$ cat src/hdl/u16u8_pkg.sv
package u16u8_pkg;

  // Queue between the front end and the byte serializer.
  localparam int unsigned FifoDepth = 4;
  localparam int unsigned FifoAw    = $clog2(FifoDepth);

  // Code point constants.
  localparam logic [20:0] Replacement = 21'h00fffd;
  localparam logic [20:0] SuppBase    = 21'h010000;

  // High and low surrogates share the top bits 110110 and 110111.
  localparam logic [5:0] HighTag = 6'b110110;
  localparam logic [5:0] LowTag  = 6'b110111;

  // One queued job: an optional replacement character first, then an optional code point.
  typedef struct packed {
    logic        rep_first;
    logic        has_cp;
    logic [20:0] cp;
  } job_t;

endpackage

$ cat src/hdl/u16u8_front.sv
module u16u8_front (
  input  logic               clk_i,
  input  logic               rst_ni,
  input  logic               in_valid_i,
  output logic               in_stall_o,
  input  logic [15:0]        code_unit_i,
  input  logic               end_of_text_i,
  input  logic               full_i,
  output logic               push_o,
  output u16u8_pkg::job_t    job_o
);

  logic       pend_q, pend_d;
  logic [9:0] held_q, held_d;
  logic       is_high, is_low, accept;

  assign in_stall_o = full_i;
  assign accept     = in_valid_i && !full_i;
  assign is_high    = (code_unit_i[15:10] == u16u8_pkg::HighTag);
  assign is_low     = (code_unit_i[15:10] == u16u8_pkg::LowTag);

  // Classify the unit against the held surrogate and build the job.
  always_comb begin
    pend_d          = pend_q;
    held_d          = held_q;
    job_o.rep_first = 1'b0;
    job_o.has_cp    = 1'b1;
    job_o.cp        = {5'd0, code_unit_i};
    if (pend_q && is_low) begin
      job_o.cp = u16u8_pkg::SuppBase + {1'b0, held_q, code_unit_i[9:0]};
      pend_d   = 1'b0;
      held_d   = '0;
    end else begin
      job_o.rep_first = pend_q;
      pend_d          = 1'b0;
      held_d          = '0;
      if (is_high) begin
        if (end_of_text_i) begin
          job_o.cp = u16u8_pkg::Replacement;
        end else begin
          job_o.has_cp = 1'b0;
          pend_d       = 1'b1;
          held_d       = code_unit_i[9:0];
        end
      end else if (is_low) begin
        job_o.cp = u16u8_pkg::Replacement;
      end
    end
  end

  // A held surrogate with nothing else to send produces no job.
  assign push_o = accept && (job_o.rep_first || job_o.has_cp);

  // Surrogate hold state.
  always_ff @(posedge clk_i or negedge rst_ni) begin
    if (!rst_ni) begin
      pend_q <= 1'b0;
      held_q <= '0;
    end else if (accept) begin
      pend_q <= pend_d;
      held_q <= held_d;
    end
  end

`ifndef SYNTHESIS
  // The held bits are cleared whenever no surrogate is held.
  assert property (@(posedge clk_i) disable iff (!rst_ni) !pend_q |-> (held_q == 10'd0))
    else $error("held surrogate bits not cleared");
`endif

endmodule

$ cat src/hdl/u16u8_fifo.sv
module u16u8_fifo (
  input  logic               clk_i,
  input  logic               rst_ni,
  input  logic               push_i,
  input  u16u8_pkg::job_t    job_i,
  output logic               full_o,
  input  logic               pop_i,
  output logic               empty_o,
  output u16u8_pkg::job_t    job_o
);

  u16u8_pkg::job_t                  mem_q [u16u8_pkg::FifoDepth];
  logic [u16u8_pkg::FifoAw-1:0]     wr_q, rd_q;
  logic [u16u8_pkg::FifoAw:0]       cnt_q;

  assign full_o  = (cnt_q == (u16u8_pkg::FifoAw+1)'(u16u8_pkg::FifoDepth));
  assign empty_o = (cnt_q == '0);
  assign job_o   = mem_q[rd_q];

  // Entry storage.
  always_ff @(posedge clk_i) begin
    if (push_i) begin
      mem_q[wr_q] <= job_i;
    end
  end

  // Pointers and fill count.
  always_ff @(posedge clk_i or negedge rst_ni) begin
    if (!rst_ni) begin
      wr_q  <= '0;
      rd_q  <= '0;
      cnt_q <= '0;
    end else begin
      if (push_i) begin
        wr_q <= wr_q + 1'b1;
      end
      if (pop_i) begin
        rd_q <= rd_q + 1'b1;
      end
      if (push_i && !pop_i) begin
        cnt_q <= cnt_q + 1'b1;
      end else if (pop_i && !push_i) begin
        cnt_q <= cnt_q - 1'b1;
      end
    end
  end

`ifndef SYNTHESIS
  assert property (@(posedge clk_i) disable iff (!rst_ni) push_i |-> !full_o)
    else $error("queue overflow");
  assert property (@(posedge clk_i) disable iff (!rst_ni) pop_i |-> !empty_o)
    else $error("queue underflow");
`endif

endmodule

$ cat src/hdl/u16u8_back.sv
module u16u8_back (
  input  logic               clk_i,
  input  logic               rst_ni,
  input  logic               empty_i,
  input  u16u8_pkg::job_t    job_i,
  output logic               pop_o,
  output logic               out_valid_o,
  input  logic               out_stall_i,
  output logic [7:0]         out_byte_o,
  output logic               last_of_run_o
);

  // Number of UTF-8 bytes for a code point.
  function automatic logic [2:0] enc_len(input logic [20:0] cp);
    logic [2:0] len;
    if (cp <= 21'h00007f) begin
      len = 3'd1;
    end else if (cp <= 21'h0007ff) begin
      len = 3'd2;
    end else if (cp <= 21'h00ffff) begin
      len = 3'd3;
    end else begin
      len = 3'd4;
    end
    return len;
  endfunction

  // Byte k of the UTF-8 encoding of a code point of the given length.
  function automatic logic [7:0] enc_byte(input logic [20:0] cp, input logic [2:0] len,
                                          input logic [1:0] k);
    logic [7:0] b;
    b = {2'b10, cp[5:0]};
    case (len)
      3'd1: b = {1'b0, cp[6:0]};
      3'd2: b = (k == 2'd0) ? {3'b110, cp[10:6]} : {2'b10, cp[5:0]};
      3'd3: begin
        case (k)
          2'd0:    b = {4'b1110, cp[15:12]};
          2'd1:    b = {2'b10, cp[11:6]};
          default: b = {2'b10, cp[5:0]};
        endcase
      end
      default: begin
        case (k)
          2'd0:    b = {5'b11110, cp[20:18]};
          2'd1:    b = {2'b10, cp[17:12]};
          2'd2:    b = {2'b10, cp[11:6]};
          default: b = {2'b10, cp[5:0]};
        endcase
      end
    endcase
    return b;
  endfunction

  logic [2:0] idx_q, idx_d;
  logic       out_valid_q;
  logic [7:0] out_byte_q;
  logic       out_last_q;
  logic [2:0] rep_len, cp_len, total, cp_k;
  logic       in_rep, is_last, load;
  logic [7:0] cur_byte;

  // Select the byte at the current position of the head job.
  always_comb begin
    rep_len  = job_i.rep_first ? 3'd3 : 3'd0;
    cp_len   = job_i.has_cp ? enc_len(job_i.cp) : 3'd0;
    total    = rep_len + cp_len;
    in_rep   = job_i.rep_first && (idx_q < 3'd3);
    cp_k     = idx_q - rep_len;
    cur_byte = in_rep ? enc_byte(u16u8_pkg::Replacement, 3'd3, idx_q[1:0])
                      : enc_byte(job_i.cp, cp_len, cp_k[1:0]);
    is_last  = (idx_q == total - 3'd1);
  end

  // The output register takes a byte whenever it is empty or being drained.
  assign load  = !empty_i && (!out_valid_q || !out_stall_i);
  assign pop_o = load && is_last;

  always_comb begin
    idx_d = idx_q;
    if (load) begin
      idx_d = is_last ? 3'd0 : idx_q + 3'd1;
    end
  end

  always_ff @(posedge clk_i or negedge rst_ni) begin
    if (!rst_ni) begin
      idx_q       <= '0;
      out_valid_q <= 1'b0;
      out_byte_q  <= '0;
      out_last_q  <= 1'b0;
    end else begin
      idx_q <= idx_d;
      if (!out_valid_q || !out_stall_i) begin
        out_valid_q <= !empty_i;
        out_byte_q  <= cur_byte;
        out_last_q  <= is_last;
      end
    end
  end

  assign out_valid_o   = out_valid_q;
  assign out_byte_o    = out_byte_q;
  assign last_of_run_o = out_last_q;

`ifndef SYNTHESIS
  // The byte position never runs past the end of the head job.
  assert property (@(posedge clk_i) disable iff (!rst_ni) !empty_i |-> (idx_q < total))
    else $error("byte position beyond job length");
`endif

endmodule

$ cat src/hdl/utf16_to_utf8_transcoder_unit.sv
// The first byte of an item passes through the job queue and then the output register.
// Output: one byte per cycle while out_stall_i is low; an item produces 0 to 6 bytes
// (typically 1 to 3), sent one at a time through the byte-wide output register.
// A four-entry job queue lets the input side run ahead of the output side.
// Reset (rst_ni low, asynchronous) clears the held surrogate, the queue and the output.
module utf16_to_utf8_transcoder_unit (
  input  logic        clk_i,
  input  logic        rst_ni,
  input  logic        in_valid_i,
  output logic        in_stall_o,
  input  logic [15:0] code_unit_i,
  input  logic        end_of_text_i,
  output logic        out_valid_o,
  input  logic        out_stall_i,
  output logic [7:0]  out_byte_o,
  output logic        last_of_run_o
);

  u16u8_pkg::job_t push_job, head_job;
  logic            push, pop, full, empty;

  // Front end: surrogate pairing and job classification.
  u16u8_front u_front (
    .clk_i         (clk_i),
    .rst_ni        (rst_ni),
    .in_valid_i    (in_valid_i),
    .in_stall_o    (in_stall_o),
    .code_unit_i   (code_unit_i),
    .end_of_text_i (end_of_text_i),
    .full_i        (full),
    .push_o        (push),
    .job_o         (push_job)
  );

  // Job queue between the two sides.
  u16u8_fifo u_fifo (
    .clk_i   (clk_i),
    .rst_ni  (rst_ni),
    .push_i  (push),
    .job_i   (push_job),
    .full_o  (full),
    .pop_i   (pop),
    .empty_o (empty),
    .job_o   (head_job)
  );

  // Back end: UTF-8 encoding and byte serialization.
  u16u8_back u_back (
    .clk_i         (clk_i),
    .rst_ni        (rst_ni),
    .empty_i       (empty),
    .job_i         (head_job),
    .pop_o         (pop),
    .out_valid_o   (out_valid_o),
    .out_stall_i   (out_stall_i),
    .out_byte_o    (out_byte_o),
    .last_of_run_o (last_of_run_o)
  );

endmodule

$ cat config.mk
export PLATFORM = sky130hd
export DESIGN_NAME = utf16_to_utf8_transcoder_unit
export DESIGN_NICKNAME = d
export VERILOG_FILES = /design/src/hdl/u16u8_pkg.sv /design/src/hdl/u16u8_front.sv /design/src/hdl/u16u8_fifo.sv /design/src/hdl/u16u8_back.sv /design/src/hdl/utf16_to_utf8_transcoder_unit.sv
export SDC_FILE = /design/constraint.sdc
export NUM_CORES = 1
export LEC_CHECK = 0
export ABC_AREA = 1
export BUFFER_PORTS_ARGS = -buffer_cell sky130_fd_sc_hd__buf_4
export CORE_MARGIN = 1
export CORE_UTILIZATION = 66
export DETAILED_ROUTE_END_ITERATION = 10
export PLACE_DENSITY = 0.85
export SLEW_MARGIN = 20
export SYNTH_ARGS = -nofsm -noshare
export SYNTH_HDL_FRONTEND = slang
export SYNTH_HIERARCHICAL = 1
export SYNTH_SLANG_ARGS = --single-unit
export TNS_END_PERCENT = 5
$ cat constraint.sdc
create_clock -name clk_i -period 6.8 [get_ports clk_i]
set_input_delay 0.68 -clock clk_i [delete_from_list [all_inputs] [get_ports clk_i]]
set_output_delay 0.68 -clock clk_i [all_outputs]
set_load 0.01 [all_outputs]
Word level (Yosys, flattened, before mapping)
Memories as Yosys holds them, arrays and structs flattened.
Cells that the tools add are included.

cells by class
  equality and inequality tests = 10
  add/sub/neg operators = 9
  $lt $le $gt $ge = 4
  reduce and logical (&&, ||, !) cells = 20
  mux-type cells = 29

operators by type and width
  kind                    count
  $mux 21                 2
  $mux 16                 2
  $mux 10                 3
  $pmux 7 s2              2
  $pmux 8 s3              1
  $add 17x20->21 const A  1
  $le 21x11->1 const B    1
  $le 21x16->1 const B    1
  $le 21x7->1 const B     1
  $mux 3                  7
  $pmux 7 s3              1
  $eq 6x6->1 const B      2
  $logic_and 1x1->1       8
  $mux 8                  1
  $mux 1                  7
  $mux 7                  1
  $add 3x1->3 const B     2
  $eq 3x2->1 const B      2
  $logic_not 1->1         6
  $sub 3x1->3 const B     2
  $add 2x1->2 const B     2
  $eq 2x1->1 const B      2
  $logic_not 2->1         2
  $mux 2                  2
  other kinds (10)        11

word-level totals
  memories kept = 1
  input port bits = 21
  register bits after elaboration = 31
  output and inout bits = 11
  bits in writable memories = 92

memory list
  memory        depth  bits a word  read ports  clocked after memory_dff  wr ports  line              RTL
  u_fifo.mem_q  4      23           1           0                         1         u16u8_fifo.sv:12  u16u8_pkg::job_t mem_q [u16u8_pkg::FifoDepth];

Logic depth before layout (Yosys ltp)
An unclocked memory read counts as a cell.

  depth after elaboration = 13
  mapped depth = 28

Hierarchy
The synthesis kept the hierarchy.

by module, submodules not included
  module       times used  cells an instance  area an instance (µm²)
  u16u8_fifo   1           315                4350.4
  u16u8_back   1           238                1420.1
  u16u8_front  1           136                860.8

Worst setup path before layout
No wires, ideal clock.

  path kind = flip-flop to flip-flop
  from = register u_fifo/rd_q[0] (netlist name)
  to = register u_fifo/cnt_q[1] (netlist name)
  buffers on the path = 2
  arrival time = 3.654 ns
  library setup time = 0.117 ns
  path slack = 3.029 ns
  cell stages (with the launch flop) = 25
  path through = dfrtp_1 -> buf_6 -> buf_12 -> o211ai_2 -> nand2_2 -> nor2_1 -> nand2_1 -> nor2_1 -> nand2_2 -> nor2_2 -> nor2_1 -> ha_1 -> inv_1 -> ha_1 -> xnor2_1 -> xor2_1 -> xor2_1 -> nand3_1 -> nor2_1 -> inv_1 -> ha_1 -> inv_1 -> fa_1 -> nand2_1 -> nand2_1

RTL lines
  what                      line              RTL
  start: declaration        u16u8_fifo.sv:13  logic [u16u8_pkg::FifoAw-1:0] wr_q, rd_q;
  start signal: assignment  u16u8_fifo.sv:38  rd_q <= rd_q + 1'b1;
  end signal: assignment    u16u8_fifo.sv:41  cnt_q <= cnt_q + 1'b1;
  end signal: assignment    u16u8_fifo.sv:43  cnt_q <= cnt_q - 1'b1;
  end: declaration          u16u8_fifo.sv:14  logic [u16u8_pkg::FifoAw:0] cnt_q;

==> summary.txt <==
Routing
  • WL/cell: around 17 µm
  • Final WL: about 14000 µm
  • 1st-pass router iterations: 5
  • Via-to-Cell Ratio: ~5.5
  • Vias: around 4.8k
  • DRC errors left: 0
  • 1st-iter DRT viols: about 300
  • Post-route ant nets: 0

Yosys
  • Sequential element share of the synthesized area: 0.534
  • Most used DFF post-synth: edfxtp_1
  • Synth cell types: 39
  • EDFF count, synth: slightly above 90
  • Synth Cell Area: ~6600 µm²
  • Syn Nets: about 730
  • XOR/XNOR Fraction of Synth Area: 0.0157
  • Synth warnings: 6
  • Top cells by area, synth: edfxtp_1 (42%), dfrtp_1 (12%), nand2_1 (9.1%), inv_1 (6.2%), o211ai_2 (4.9%)
  • Top cell type's share of synthesized area: 0.417
  • Main combinational cell family by area after synthesis: simple AND/OR/NAND/NOR gates
  • Synthesized instance count: just under 700
  • Seq cells post-synth: ~120
  • Post-synthesis compound-gate area fraction: 0.0904
  • Mux cell area share after synthesis: 0
  • Synth Area in Adders: 0.0294
  • Post-synth top area cell: edfxtp_1
  • Post-synthesis area per instance: slightly below 10 µm²
  • Synth async-reset ratio: 0.252
  • Synth Area in Simple Gates: 0.234

GRT
  • Largest net degree at the start of global routing: 68
  • Initial antenna violation count: 0
  • Global Route Usage Sum: 0.305
  • Grt ovf: 0
  • Vias in the first global route: around 4.7k
  • Global-route wire length before repair: about 23000 µm

Timing
  • Crit share post-route: 0.770
  • Min cycle time layout: between 5000 and 6000 ps
  • Worst clock skew: just under 6 ps
  • RSZ-0062 raised after global routing: no
  • Peak Freq: ~0.19 GHz
  • Final hold vios: 0
  • Slew margin rel.: 0.311
  • Final TNS setup: 0 ps
  • Slew Limit Fails: 0
  • Final setup fails: 0
  • Measured slew at the worst slew-check pin: approximately 1000 ps

Floorplan
  • I/O Pins: 32
  • Core area: 9770 µm²
  • Num rows: 36
  • Die Y: 102 µm
  • Die Wd: roughly 100 µm
  • Die Area: 10500 µm²
  • Initial Util: 0.678

Clock tree
  • Number of gates resized after cts: 0
  • H-tree depth: 4
  • Num CTS Buffers: 17
  • Clk root buf: clkbuf_8
  • # hold bufs at CTS: 0
  • TritonCTS clock tree: yes
  • Clk_lat worst skew: approximately 520 ps
  • Total setup buffers inserted after CTS: 0
  • Clock sinks: roughly 120
  • Worst-path clk slew: 60 ps
  • Max clock buf depth: 2

Cells and area
  • Most frequent cells in the layout: nand2_1 (160), inv_1 (109), edfxtp_1 (92)
  • Finished Core Util: 0.757
  • Layout fillers: between 600 and 700
  • Share of layout cells above drive strength 1: 0.209
  • Final net count: about 750
  • Multi-input logic area: about 2500 µm²
  • Area Overhead vs Synth: 11.6%
  • Diode count: 0
  • Most frequent standard cell in the layout excluding fill and tap cells: nand2_1
  • Register area: roughly 3500 µm²
  • Cell area after layout: between 7000 and 8000 µm²

Setup path
  • CP Class: register to register
  • CP startpoint kind: register
  • Worst r2r src: u_fifo/rd_q[1]
  • Critical path startpoint: u_fifo/rd_q[1]
  • Crit Path Max Fanout: 24
  • Setup crit end kind: register
  • Crit path DAT: ~5700 ps
  • WP data required: between 7000 and 8000 ps

Placement
  • Post-DP Area: between 6000 and 7000 µm²
  • Number of port buffers: 31
  • HPWL after DPL: about 10000 µm
  • Final GP Congestion: ~0.9

Worst hold path
  • Hold WC Path Type: primary input to async pin

Pwr
  • VDD IR-drop max: a little under 0.3 mV
  • Cell Pwr Density: ~480 nW/µm²
  • Leak: about 3.3 nW
  • Total power: between 0.003 and 0.004 W

Flow run
  • Max-cap viol count: 0

Run status
  • Status: finished clean
[synthesized netlist by cell type, types with 7 or more instances]
master	instances
buf_2	7
dfrtp_1	31
edfxtp_1	92
ha_1	14
inv_1	109
nand2_1	160
nand2_2	43
nand3_1	37
nand4_1	13
nor2_1	60
o211ai_1	21
o211ai_2	26
o21ai_0	14
xor2_1	7
[registers in the layout (all words and copies together), names as in the netlist]
| register | cells |
|---|---|
| u_front/held_q | 10 |
| u_fifo/mem_q | 92 |
| u_fifo/rd_q | 2 |
| u_back/out_valid_o | 1 |
| u_back/out_byte_o | 8 |
| u_front/pend_q | 1 |
| u_fifo/wr_q | 2 |
| u_back/last_of_run_o | 1 |
| u_fifo/cnt_q | 3 |
| u_back/idx_q | 3 |
[stage by stage]
| step | std cells | hold slack, ps | setup slack [ps] |
|---|---|---|---|
| after CTS | 864 | 112 | 1640 |
| after global placement | 832 | 469 | 1950 |
| after floorplan | 689 | 384 | 3030 |
| after global routing | 864 | 136 | 1150 |
| final | 864 | 117 | 1560 |
| after detailed placement | 832 | 468 | 1670 |
[worst max-delay path, cell delays in order, from the launching register on]
cell and delay, ps:
dfrtp_1 1000, inv_2 550, o211ai_2 220, nand2_2 70, nor2_1 200, nand4_2 250
a21oi_1 400, nor2_1 90, ha_1 190, inv_1 50, ha_1 150, xnor2_1 130
xor2_1 210, xor2_1 180, nand3_1 180, nor2_1 300, inv_1 80, ha_1 210
inv_1 100, fa_1 410, nand2_1 70, nand2_1 50
[area by class of cell]
type,instances,share of cell area
clock buffer,19,0.0583
multi-input combinational,431,0.331
inverter,113,0.0573
sequential,123,0.479
timing repair buffer,32,0.0325
tap,133,0.0225
clock inverter,13,0.0196
[power breakdown]
part           internal, W  switching [W]  leakage (nW)
sequential        0.000998       0.000175          1.21
clock             0.000532       0.000331         0.263
combinational     0.000504        0.00101          1.85
total              0.00203        0.00152          3.33
[cells by family after synthesis]
family	Yosys count
and+or+nand+nor	336
buffers and inverters	135
DFF	123
AOI/OAI and AO/OA	69
adders and majority gates	15
xor gates and xnor gates	11
[worst paths after layout]
check / to / slack, ps / cells after the start
worst min register to register: u_front/held_q[4] / 480 / 2
min in group clk_i: u_front/held_q[4] / 480 / 2
worst min-delay path: u_back/out_byte_o[3] / 120 / 1
worst max-delay path: u_fifo/cnt_q[1] / 1560 / 21
max in group asynchronous: u_fifo/rd_q[0] / 6320 / 1
worst max register to register: u_fifo/cnt_q[1] / 1560 / 21
[metal layers]
layer  up-vias  track usage  routed length, µm
met2       186        0.508               7250
met5         -            0                  0
li1       2308            -                  -
met4         0        0.123                302
met1      2275        0.387               5880
met3        26       0.0705                956
No activity file was read; power rests on OpenSTA's default activity.
